`config.mk`:
```
export PLATFORM = sky130hd
export DESIGN_NAME = ogu_controller
export DESIGN_NICKNAME = d
export VERILOG_FILES = /design/src/ogu_pkg.sv /design/src/ogu_controller.sv
export SDC_FILE = /design/constraint.sdc
export NUM_CORES = 1
export LEC_CHECK = 0
export CORE_AREA = 3 3 40 42
export CTS_BUF_LIST = sky130_fd_sc_hd__clkbuf_16
export DETAILED_ROUTE_END_ITERATION = 16
export DIE_AREA = 0 0 43 45
export DONT_BUFFER_PORTS = 1
export PLACE_DENSITY = 0.34
export RECOVER_POWER = 100
export SYNTH_ARGS = -nofsm -noshare
export SYNTH_HDL_FRONTEND = slang
export SYNTH_SLANG_ARGS = --single-unit
```
`constraint.sdc`:
```
create_clock -name clk -period 1.9 [get_ports clk]
set_input_delay 0.19 -clock clk [delete_from_list [all_inputs] [get_ports clk]]
set_output_delay 0.19 -clock clk [all_outputs]
set_load 0.01 [all_outputs]
```
`src/ogu_pkg.sv`:
```
package ogu_pkg;

  // Parameter defaults
  localparam int GRID_COLS_DEFAULT = 256;
  localparam int GRID_ROWS_DEFAULT = 256;
  localparam int NODE_BITS_DEFAULT = 16;

  // Configuration port
  localparam int CFG_INDEX_W = 3;
  localparam int CFG_DATA_W  = 16;

  localparam logic [CFG_INDEX_W-1:0] REG_HIT_INCREMENT      = 3'd0;
  localparam logic [CFG_INDEX_W-1:0] REG_MISS_INCREMENT     = 3'd1;
  localparam logic [CFG_INDEX_W-1:0] REG_CLAMP_LOW          = 3'd2;
  localparam logic [CFG_INDEX_W-1:0] REG_CLAMP_HIGH         = 3'd3;
  localparam logic [CFG_INDEX_W-1:0] REG_OCCUPIED_THRESHOLD = 3'd4;
  localparam logic [CFG_INDEX_W-1:0] REG_THRESHOLD_ENABLE   = 3'd5;
  localparam logic [CFG_INDEX_W-1:0] REG_COLS_IN_USE        = 3'd6;
  localparam logic [CFG_INDEX_W-1:0] REG_ROWS_IN_USE        = 3'd7;

  // Register reset values
  localparam logic signed [15:0] HIT_INCREMENT_RST  = 16'sd3502;
  localparam logic signed [15:0] MISS_INCREMENT_RST = -16'sd1645;
  localparam logic signed [15:0] CLAMP_LOW_RST      = -16'sd8192;
  localparam logic signed [15:0] CLAMP_HIGH_RST     = 16'sd14336;
  localparam logic signed [15:0] OCC_THRESHOLD_RST  = 16'sd0;
  localparam logic [8:0]         DIM_IN_USE_RST     = 9'd256;

  // Operation codes
  localparam logic [2:0] OP_FREE  = 3'd0;
  localparam logic [2:0] OP_HIT   = 3'd1;
  localparam logic [2:0] OP_FOOT  = 3'd2;
  localparam logic [2:0] OP_READ  = 3'd3;
  localparam logic [2:0] OP_SWEEP = 3'd4;
  localparam logic [2:0] OP_LOAD  = 3'd5;

  // Cell state values as reported
  localparam logic signed [7:0] VAL_UNKNOWN = -8'sd1;
  localparam logic signed [7:0] VAL_FREE    = 8'sd0;
  localparam logic signed [7:0] VAL_OCC     = 8'sd100;
  localparam logic signed [7:0] VAL_FOOT    = -8'sd2;

  // Cell state as stored
  typedef enum logic [1:0] {
    CODE_UNKNOWN,
    CODE_FREE,
    CODE_OCC,
    CODE_FOOT
  } ogu_code_t;

  typedef struct packed {
    logic        [2:0]  op;
    logic        [7:0]  cell_x;
    logic        [7:0]  cell_y;
    logic signed [15:0] node_id;
    logic signed [7:0]  load_value;
  } ogu_in_t;

  typedef struct packed {
    logic signed [7:0]  cell_state;
    logic signed [15:0] cell_log_odds;
    logic signed [15:0] cell_owner;
    logic               write_blocked;
    logic signed [7:0]  map_value;
  } ogu_out_t;

  // Controller to datapath
  typedef struct packed {
    logic capture;
    logic rd_input;
    logic sweep_issue;
    logic clear_issue;
    logic commit;
  } ogu_cmd_t;

  // Datapath to controller
  typedef struct packed {
    logic sweep_go;
    logic sweep_last;
    logic clear_last;
    logic out_room;
  } ogu_status_t;

  function automatic logic signed [7:0] code_value(ogu_code_t c);
    logic signed [7:0] v;
    case (c)
      CODE_FREE: v = VAL_FREE;
      CODE_OCC:  v = VAL_OCC;
      CODE_FOOT: v = VAL_FOOT;
      default:   v = VAL_UNKNOWN;
    endcase
    return v;
  endfunction

endpackage

```
`src/ogu_controller.sv`:
```
module ogu_controller (
  input  logic                 clk,
  input  logic                 rst,
  input  logic                 in_valid,
  output logic                 in_stall,
  input  ogu_pkg::ogu_status_t status,
  output ogu_pkg::ogu_cmd_t    cmd
);

  import ogu_pkg::*;

  typedef enum logic [2:0] {
    S_CLEAR,
    S_IDLE,
    S_SWEEP,
    S_DRAIN,
    S_LOOKUP,
    S_EXEC
  } state_t;

  state_t state;

  // Sequencing
  always_ff @(posedge clk) begin
    if (rst) begin
      state <= S_CLEAR;
    end else begin
      case (state)
        S_CLEAR: begin
          if (status.clear_last) state <= S_IDLE;
        end
        S_IDLE: begin
          if (in_valid) state <= status.sweep_go ? S_SWEEP : S_EXEC;
        end
        S_SWEEP: begin
          if (status.sweep_last) state <= S_DRAIN;
        end
        S_DRAIN:  state <= S_LOOKUP;
        S_LOOKUP: state <= S_EXEC;
        S_EXEC: begin
          if (status.out_room) state <= S_IDLE;
        end
        default: state <= S_CLEAR;
      endcase
    end
  end

  // Commands
  assign in_stall        = (state != S_IDLE);
  assign cmd.capture     = (state == S_IDLE) && in_valid;
  assign cmd.rd_input    = (state == S_IDLE);
  assign cmd.sweep_issue = (state == S_SWEEP);
  assign cmd.clear_issue = (state == S_CLEAR);
  assign cmd.commit      = (state == S_EXEC) && status.out_room;

endmodule

```
After elaboration in Yosys (flattened, before gate mapping)
Index checks and enable logic that the tools add are counted.
{"block": "classes", "n_eq_ne": 10, "mux": 6, "n_reduce_logical": 4}
{"op": "$pmux W3 S6", "n": 1}
{"op": "$mux W3", "n": 5}
{"op": "$ne A2 B2 Y1 const B", "n": 4}
{"op": "$eq A3 B2 Y1 const B", "n": 2}
{"op": "$eq A3 B3 Y1 const B", "n": 2}
{"op": "$reduce_and A4 Y1", "n": 1}
{"op": "$eq A3 B1 Y1 const B", "n": 1}
{"op": "$logic_not A3 Y1", "n": 1}
{"op": "$ne A3 B1 Y1 const B", "n": 1}
{"op": "$logic_and A1 B1 Y1", "n": 2}
{"block": "word_totals", "regBits": 3}

Logic depth before layout (Yosys ltp)
Gate-level depths: netlist of the first run.
{"block": "logic_depth", "word_depth": 3, "depth_mapped": 4, "mapped_depth_nobuf": 3}

Least setup slack after synthesis of the first run
Ideal clock, no wire load.
{"block": "synth_timing", "kind": "register to register", "startpoint": "register state[1]", "endpoint": "register state[1]", "t_arrival_ns": 1.050, "slack_ns": 0.755, "stages_incl_launch_ff": 5, "path_buffers": 1, "synth_period_minus_slack_ns": 1.145, "cell_sequence": "dfxtp_1 buf_4 mux2i_1 a22o_1 o41ai_2"}
{"block": "synth_via", "elab_chain_len": 3, "elab_cells_between_ends": 12, "cone_classes": "9 x eq/ne; 1 x mux; 2 x reduce/logical"}
{"item": "start, declared", "line_no": "ogu_controller.sv:21", "rtl": "state_t state;"}
{"item": "start signal, assigned", "line_no": "ogu_controller.sv:33", "rtl": "if (in_valid) state <= status.sweep_go ? S_SWEEP : S_EXEC;"}
{"item": "$eq A3 B2 Y1 (tied with other cells)", "line_no": "ogu_controller.sv:28", "rtl": "case (state)"}
{"item": "$ne A2 B2 Y1 (no source line)"}
{"item": "$reduce_and A4 Y1 (no source line)"}
Several ways; a longest one is shown, not always the timed one.
A chain may end at the register's enable or synchronous reset.

Worst setup path in the final report of the first run
{"block": "layout_timing", "startpoint": "register state[0]", "endpoint": "output in_stall"}
{"block": "layout_via", "elab_chain_len": 1}
{"item": "$ne A3 B1 Y1", "line_no": "ogu_controller.sv:49", "rtl": "assign in_stall = (state != S_IDLE);"}
{"item": "end, declared", "line_no": "ogu_controller.sv:5", "rtl": "output logic in_stall,"}
No other way between the ends.

==> results of run 1 <==
==> worst register-to-register path, stage by stage (launching register included) <==
cell and delay, ps:
dfxtp_1 460, mux2i_1 160, a22o_1 260, o41ai_1 320
==> cell usage after synthesis <==
| master | number | area, um2 |
|---|---|---|
| nor2b_1 | 1 | 6.26 |
| a21oi_1 | 1 | 5.00 |
| and3_1 | 2 | 12.5 |
| o31ai_1 | 1 | 7.51 |
| mux2i_1 | 2 | 20.0 |
| inv_1 | 2 | 7.51 |
| o21a_1 | 1 | 7.51 |
| and2_1 | 1 | 6.26 |
| nor3b_1 | 1 | 7.51 |
| buf_4 | 1 | 7.51 |
| inv_2 | 1 | 3.75 |
| nand4b_1 | 2 | 17.5 |
| nand2b_1 | 1 | 6.26 |
| dfxtp_1 | 3 | 60.1 |
| nor2_1 | 1 | 3.75 |
| a31oi_1 | 2 | 12.5 |
| a22o_1 | 1 | 8.76 |
| o41ai_2 | 1 | 16.3 |
| buf_2 | 1 | 5.00 |
| mux2_2 | 1 | 11.3 |
| nor3_1 | 2 | 10.0 |
==> where the power goes <==
group          switching (mW)  internal, mW
sequential             0.0127        0.0696
clock                  0.0587         0.272
combinational          0.0317        0.0236
total                   0.103         0.365
==> worst paths after layout <==
check | start | endpoint | slack [ps] | cells after the start
max | state[0] | in_stall | 370 | 3
min | rst | state[2] | 70 | 1
max reg2reg | state[1] | state[1] | 590 | 3
min reg2reg | state[1] | state[1] | 620 | 2
==> per-stage QoR <==
stage | hold slack [ps] | utilization | setup slack [ps] | area (um2)
global placement | 299 | 0.194 | 646 | 249
floorplan | 289 | - | 755 | 243
CTS | 66.8 | 0.255 | 428 | 328
finish | 70.6 | 0.249 | 370 | 320
global route | 69.2 | 0.249 | 278 | 320
detailed placement | 293 | 0.194 | 667 | 249
==> final cells by class <==
class | count | area (um2)
fillers | 139 | 965
multi-input cells | 21 | 151
clock buffers | 3 | 75.1
flip-flops and latches | 3 | 60.1
well taps | 15 | 18.8
inverters | 3 | 11.3
clock inverters | 1 | 3.75
==> cells by family (layout without fill, tap and decap cells) <==
family / count (synthesis) / in the layout
buf+inv: 5 / 7
simple gates: 11 / 11
flops: 3 / 3
mux: 3 / 3
compound gates: 7 / 7
==> per-layer routing <==
metal  vias up  share of wire  GRT usage
li1        112              -          -
met1        93           0.47     0.0795
met2         8           0.43     0.0988
met3         0           0.11     0.0518
met4         0              0     0.0542
met5         -              0          0
==> reports/metrics.cfg, run 1 <==
[die]
die_x_um=43
ios=13
fp.dieH_um=45
start_util=0.189
core-area_um2=1280
dieArea_um2=1940
rows=13

[worst_setup_path]
critPathLaunchType=flip-flop
crit_buf_inv=1
critPathCaptureType=output pin
crit_family=simple AND/OR/NAND/NOR gates
required_ps=1710
worst-setup-path-type=reg2out
cp_slowest_cell=dfxtp_1
cp.arrival_ps=1340
crit_chain=nor2b_1 -> and2_0 -> inv_1
max_stage_delay_ps=430
crit_fanout=7

[sta]
fmax_mhz=654
fin_tns_setup_ps=0
setup_viol=0
rsz0062_at_grt=false
skew_ps=1.83
hold_violations=0
max_slew_margin=0.742
period_share=0.805
drv_slew=0
post-route-min-period_ps=1530
worst_pin_slew_ps=384

[power]
peakVddDrop_mv=0.292
leakagePower_nw=0.120
finalPower_uw=468
power.density_nw_per_um2=1460

[finish]
top_regs=state x3
drive_above_1_share=0.129
antenna_cells=0
layout_common_cells=inv_1, clkbuf_16, dfxtp_1
largest_register=state
largest_register_ff_count=3
layout_commonest_cell=inv_1
num-nets-final=39
layout.cells.non_filler=46
syn_to_final_growth_pct=32.0

[global_routing]
grt_max_degree=10
antenna_found_initial=0
grt_pass1_vias=242
grt_util_all_layers=0.0733
grt_pass1_wl_um=993
grt_overflow_total=0

[drt]
routed_via_density=4.63
drtIter0Drc=6
drcViolationCount=0
vias=213
wl_um=618
post_drt_wl_per_cell_um=13.4
antenna_left=0
first_pass_iters=2

[cts]
hold_buffers=0
numCtsBuffers=3
clkLatencyLatePin_ps=220
cts_htree_levels=1
cts.sink_count=3
cts_buffer_depth=2
cts_root_buf=clkbuf_16
post_cts_buffers=0
cts_tree=done
cts_resized=0
clk_pin_slew_ps=30

[logic_synthesis]
synth_top_family_by_area=simple AND/OR/NAND/NOR gates
yosysUniqueCellTypes=21
ys_warn_count=0
synth_mux_area_frac=0.129
synth_xor_area_frac=0
syn_area_um2=243
syn_inst=29
synthSimpleGateAreaFrac=0.289
synth_compound_area_frac=0.237
ys_seq_area_frac=0.247
synth_fp_nets=36
synthAdderAreaFrac=0
ys_ff_latch=3
avgSynthCellArea_um2=8.37

[placed_design]
dp_cells=42
gp_congestion=0.755
place.detailed.hpwl_um=447
portBuffers=0

[outcome]
status=finished clean

[worst_hold_path]
hp-class=in2reg

[run]
maxCapViolCount=0

No activity file was read; power rests on OpenSTA's default activity.
==> run 2: changes to the inputs <==
- clock period: 1.9 -> 1.56 ns (I/O delays scaled with it)
==> reports/metrics.cfg, run 2 (synthesized netlist as in run 1, its figures left out) <==
[outcome]
status=finished clean

[worst_hold_path]
hp-class=in2reg
hold_depth=1  ; unchanged

[die]
dieArea_um2=1940  ; unchanged
die_x_um=43  ; unchanged
rows=13  ; unchanged
core-area_um2=1280  ; unchanged
fp.dieH_um=45  ; unchanged
ios=13  ; unchanged
start_util=0.189  ; unchanged

[worst_setup_path]
cp_slowest_cell=dfxtp_1
r2r_cells=3  ; unchanged
crit_buf_inv=1  ; unchanged
critPathCaptureType=output pin
cp.arrival_ps=1290  ; -50 ps
crit_chain=nor2b_1 -> and2_1 -> inv_1
max_stage_delay_ps=420  ; about the same
critPathLaunchType=flip-flop
crit_fanout=7  ; unchanged
worst-setup-path-type=reg2out
cp_num_cells=3  ; unchanged
crit_family=simple AND/OR/NAND/NOR gates
required_ps=1400  ; -310 ps

[drt]
routed_via_density=4.93  ; +6.6%
vias=227  ; +6.6%
drcViolationCount=0  ; unchanged
post_drt_wl_per_cell_um=12.4  ; -7.4%
drtIter0Drc=6  ; unchanged
first_pass_iters=4  ; +2
antenna_left=0  ; unchanged
wl_um=572  ; -7.4%

[global_routing]
grt_max_degree=10  ; unchanged
grt_util_all_layers=0.0715  ; -0.00178
antenna_found_initial=0  ; unchanged
grt_pass1_vias=239  ; -1.2%
grt_pass1_wl_um=959  ; -3.4%
grt_overflow_total=0  ; unchanged

[power]
leakagePower_nw=0.121  ; +0.60%
power.density_nw_per_um2=1760  ; +21%
peakVddDrop_mv=0.338  ; +16%

[cts]
cts_buffer_depth=2  ; unchanged
cts_tree=done
cts_root_buf=clkbuf_16
clk_pin_slew_ps=30  ; about the same
hold_buffers=0  ; unchanged
post_cts_buffers=0  ; unchanged
clkLatencyLatePin_ps=220  ; about the same
cts_htree_levels=1  ; unchanged
numCtsBuffers=3  ; unchanged
cts.sink_count=3  ; unchanged
cts_resized=0  ; unchanged

[sta]
setup_viol=0  ; unchanged
worst_pin_slew_ps=408  ; +23.9 ps
max_slew_margin=0.726  ; -0.0160
fmax_mhz=691
fin_tns_setup_ps=0  ; unchanged
setup_ws_ps=113  ; -257 ps
skew_ps=0.691  ; -1.14 ps
rsz0062_at_grt=false
period_share=0.928
post-route-min-period_ps=1450
drv_slew=0  ; unchanged
hold_violations=0  ; unchanged

[finish]
layout_commonest_cell=inv_1
multi_input_area_um2=151  ; unchanged
drive_above_1_share=0.129  ; unchanged
top_regs=state x3
register_area_um2=60.1  ; unchanged
post-route-util=0.249  ; unchanged
layout_common_cells=inv_1, clkbuf_16, dfxtp_1
largest_register=state
fill_cells=140  ; +0.72%
num-nets-final=39  ; unchanged
syn_to_final_growth_pct=32.0  ; unchanged
antenna_cells=0  ; unchanged
largest_register_ff_count=3  ; unchanged

[run]
maxCapViolCount=0  ; unchanged

[placed_design]
place.detailed.hpwl_um=442  ; -0.99%
gp_congestion=0.759  ; +0.58%
portBuffers=0  ; unchanged
dp_slack_ps=314  ; -353 ps

[run 2: report_power, final]
| group | leakage [nW] | switching (mW) | internal, mW | total (mW) |
|---|---|---|---|---|
| logic | 0.0542 | 0.0393 | 0.0292 | 0.0685 |
| registers | 0.0246 | 0.0146 | 0.0848 | 0.0993 |
| clock network | 0.0423 | 0.0662 | 0.330 | 0.396 |
| total | 0.121 | 0.120 | 0.444 | 0.564 |
[run 2: area by class of cell]
class / instances / area share
multi-input combinational: 21 / 0.473
clock inverter: 1 / 0.0117
tap: 15 / 0.0586
inverter: 3 / 0.0352
clock buffer: 3 / 0.234
sequential: 3 / 0.188
[run 2: final timing paths]
kind | to | startpoint | slack (ps)
hold reg to reg | state[1] | state[1] | 610
setup / recovery | in_stall | state[0] | 110
setup reg to reg | state[1] | state[1] | 280
hold / removal | state[2] | rst | 40
[run 2: stage by stage]
step | power (mW) | area (um2) | cells | hold WS (ps)
6_report | 0.564 | 320 | 46 | 36.9
5_1_grt | 0.594 | 320 | 46 | 45.4
2_1_floorplan | 0.165 | 243 | 29 | 255
4_1_cts | 0.577 | 328 | 46 | 30.2
3_5_place_dp | 0.173 | 249 | 42 | 262
3_3_place_gp | 0.174 | 249 | 42 | 265
[run 2: per-layer routing]
layer | global-route usage | vias up | routed length (um)
met4 | 0.0542 | 0 | 0
met5 | 0 | - | 0
met3 | 0.0598 | 0 | 77
met2 | 0.0928 | 10 | 247
li1 | - | 113 | -
met1 | 0.0743 | 104 | 247
==> run 3: changes to the inputs <==
- GPL_TIMING_DRIVEN: default -> 0
- RECOVER_POWER: 100 -> default
==> reports/metrics.cfg, run 3 (synthesized netlist as in run 1, its figures left out) <==
[cts]
hold_buffers=0  ; unchanged
cts_resized=0  ; unchanged
cts_buffer_depth=2  ; unchanged
cts_htree_levels=1  ; unchanged
clkLatencyLatePin_ps=220  ; about the same
cts.sink_count=3  ; unchanged
cts_tree=done
clk_pin_slew_ps=30  ; about the same
post_cts_buffers=0  ; unchanged
cts_root_buf=clkbuf_16
numCtsBuffers=3  ; unchanged

[finish]
fill_cells=145  ; +3.6%
antenna_cells=0  ; unchanged
layout.cells.non_filler=48  ; +4.3%
drive_above_1_share=0.242  ; +0.113
syn_to_final_growth_pct=40.2
top_regs=state x3
largest_register=state
layout_common_cells=inv_1, clkbuf_16, dfxtp_1
largest_register_ff_count=3  ; unchanged
num-nets-final=41  ; +5.1%

[die]
fp.dieH_um=45  ; unchanged
die_x_um=43  ; unchanged
core-area_um2=1280  ; unchanged
dieArea_um2=1940  ; unchanged
start_util=0.189  ; unchanged
ios=13  ; unchanged
rows=13  ; unchanged

[power]
peakVddDrop_mv=0.483  ; +43%
p_int_uw=449  ; +1.1%
pwr-share-clk=0.692  ; -0.011
combPwrFrac=0.149  ; +0.028
seq_power_share=0.159  ; -0.017
swShare=0.215  ; +0.00220
finalPower_uw=572  ; +1.4%
p_sw_uw=123  ; +2.4%
leakagePower_nw=0.138  ; +14%
power.density_nw_per_um2=1680  ; -4.6%

[drt]
vias=221  ; -2.6%
wl_um=604  ; +5.6%
first_pass_iters=3  ; -1
drtIter0Drc=2  ; -4
antenna_left=0  ; unchanged
post_drt_wl_per_cell_um=12.6  ; +1.2%
routed_via_density=4.60  ; -6.7%
drcViolationCount=0  ; unchanged

[worst_setup_path]
r2r-end=state[1]
cp.arrival_ps=1280  ; about the same
reg2reg_from=state[1]
critPathCaptureType=output pin
worst-setup-path-type=reg2out
critPathLaunchType=flip-flop
r2r_slack_ps=350  ; +70 ps
required_ps=1400  ; about the same
crit_fanout=7  ; unchanged
r2r_cells=4  ; +1

[placed_design]
portBuffers=0  ; unchanged
gp_congestion=0.784  ; +3.3%
place.detailed.hpwl_um=469  ; +6.2%
dp_cells=44  ; +4.8%
dp_slack_ps=355  ; +40.4 ps

[global_routing]
grt_max_degree=10  ; unchanged
antenna_found_initial=0  ; unchanged
grt_pass1_wl_um=1020  ; +6.5%
grt_util_all_layers=0.0790  ; +0.00755
grt_overflow_total=0  ; unchanged
grt_pass1_vias=246  ; +2.9%

[worst_hold_path]
hold_end=state[1]
hp-class=in2reg
hold_depth=1  ; unchanged
hp-start=rst

[run]
maxCapViolCount=0  ; unchanged

[sta]
fin_tns_setup_ps=0  ; unchanged
setup_viol=0  ; unchanged
post-route-min-period_ps=1430  ; -13.2 ps
worst_pin_slew_ps=401  ; -7.26 ps
fmax_mhz=697  ; +0.92%
skew_ps=0.820  ; +0.128 ps
max_slew_margin=0.731  ; +0.00488
period_share=0.919  ; -0.00847
rsz0062_at_grt=false
hold_violations=0  ; unchanged
setup_ws_ps=126  ; +13.2 ps
drv_slew=0  ; unchanged

[outcome]
status=finished clean

-- run 3: stage by stage --
| step | area, um2 | hold WS, ps | util |
|---|---|---|---|
| 3_5_place_dp | 262 | 259 | 0.204 |
| 4_1_cts | 340 | 30.9 | 0.265 |
| 2_1_floorplan | 243 | 255 | - |
| 3_3_place_gp | 262 | 267 | 0.204 |
| 5_1_grt | 340 | 40.5 | 0.265 |
| 6_report | 340 | 33.6 | 0.265 |
-- run 3: worst max-delay path: stages, from the launching register on --
cell     delay, ps
dfxtp_1        420
nor2b_1        310
and2_1         260
inv_2           70
-- run 3: power by group through the flow --
stage	clock, mW	combinational [mW]	sequential [mW]
2_1_floorplan	0	0.0741	0.0907
3_3_place_gp	0	0.0860	0.0922
3_5_place_dp	0	0.0859	0.0919
4_1_cts	0.402	0.0862	0.0909
5_1_grt	0.412	0.0963	0.0925
6_report	0.396	0.0851	0.0911
-- run 3: final cells by class --
cell class | instances | area (um2) | share of cell area
Buffer | 2 | 12.5 | 0.0368
Clock buffer | 3 | 75.1 | 0.221
Clock inverter | 1 | 3.75 | 0.0110
Inverter | 3 | 11.3 | 0.0331
Multi-Input combinational cell | 21 | 159 | 0.467
Sequential cell | 3 | 60.1 | 0.176
Tap cell | 15 | 18.8 | 0.0551
-- run 3: worst max-delay path by stage --
stage	start	to	cells past startpoint
after CTS	state[0]	in_stall	3
after global routing	state[0]	in_stall	3
final	state[0]	in_stall	3
after floorplan	state[1]	state[1]	4
after detailed placement	state[0]	in_stall	3
after global placement	state[1]	state[1]	4
-- run 3: routing by layer --
layer,vias to the layer above,global-route usage,wire [um]
met5,-,0,0
li1,117,-,-
met2,8,0.0958,264
met1,96,0.0865,270
met4,0,0.0723,0
met3,0,0.0598,69
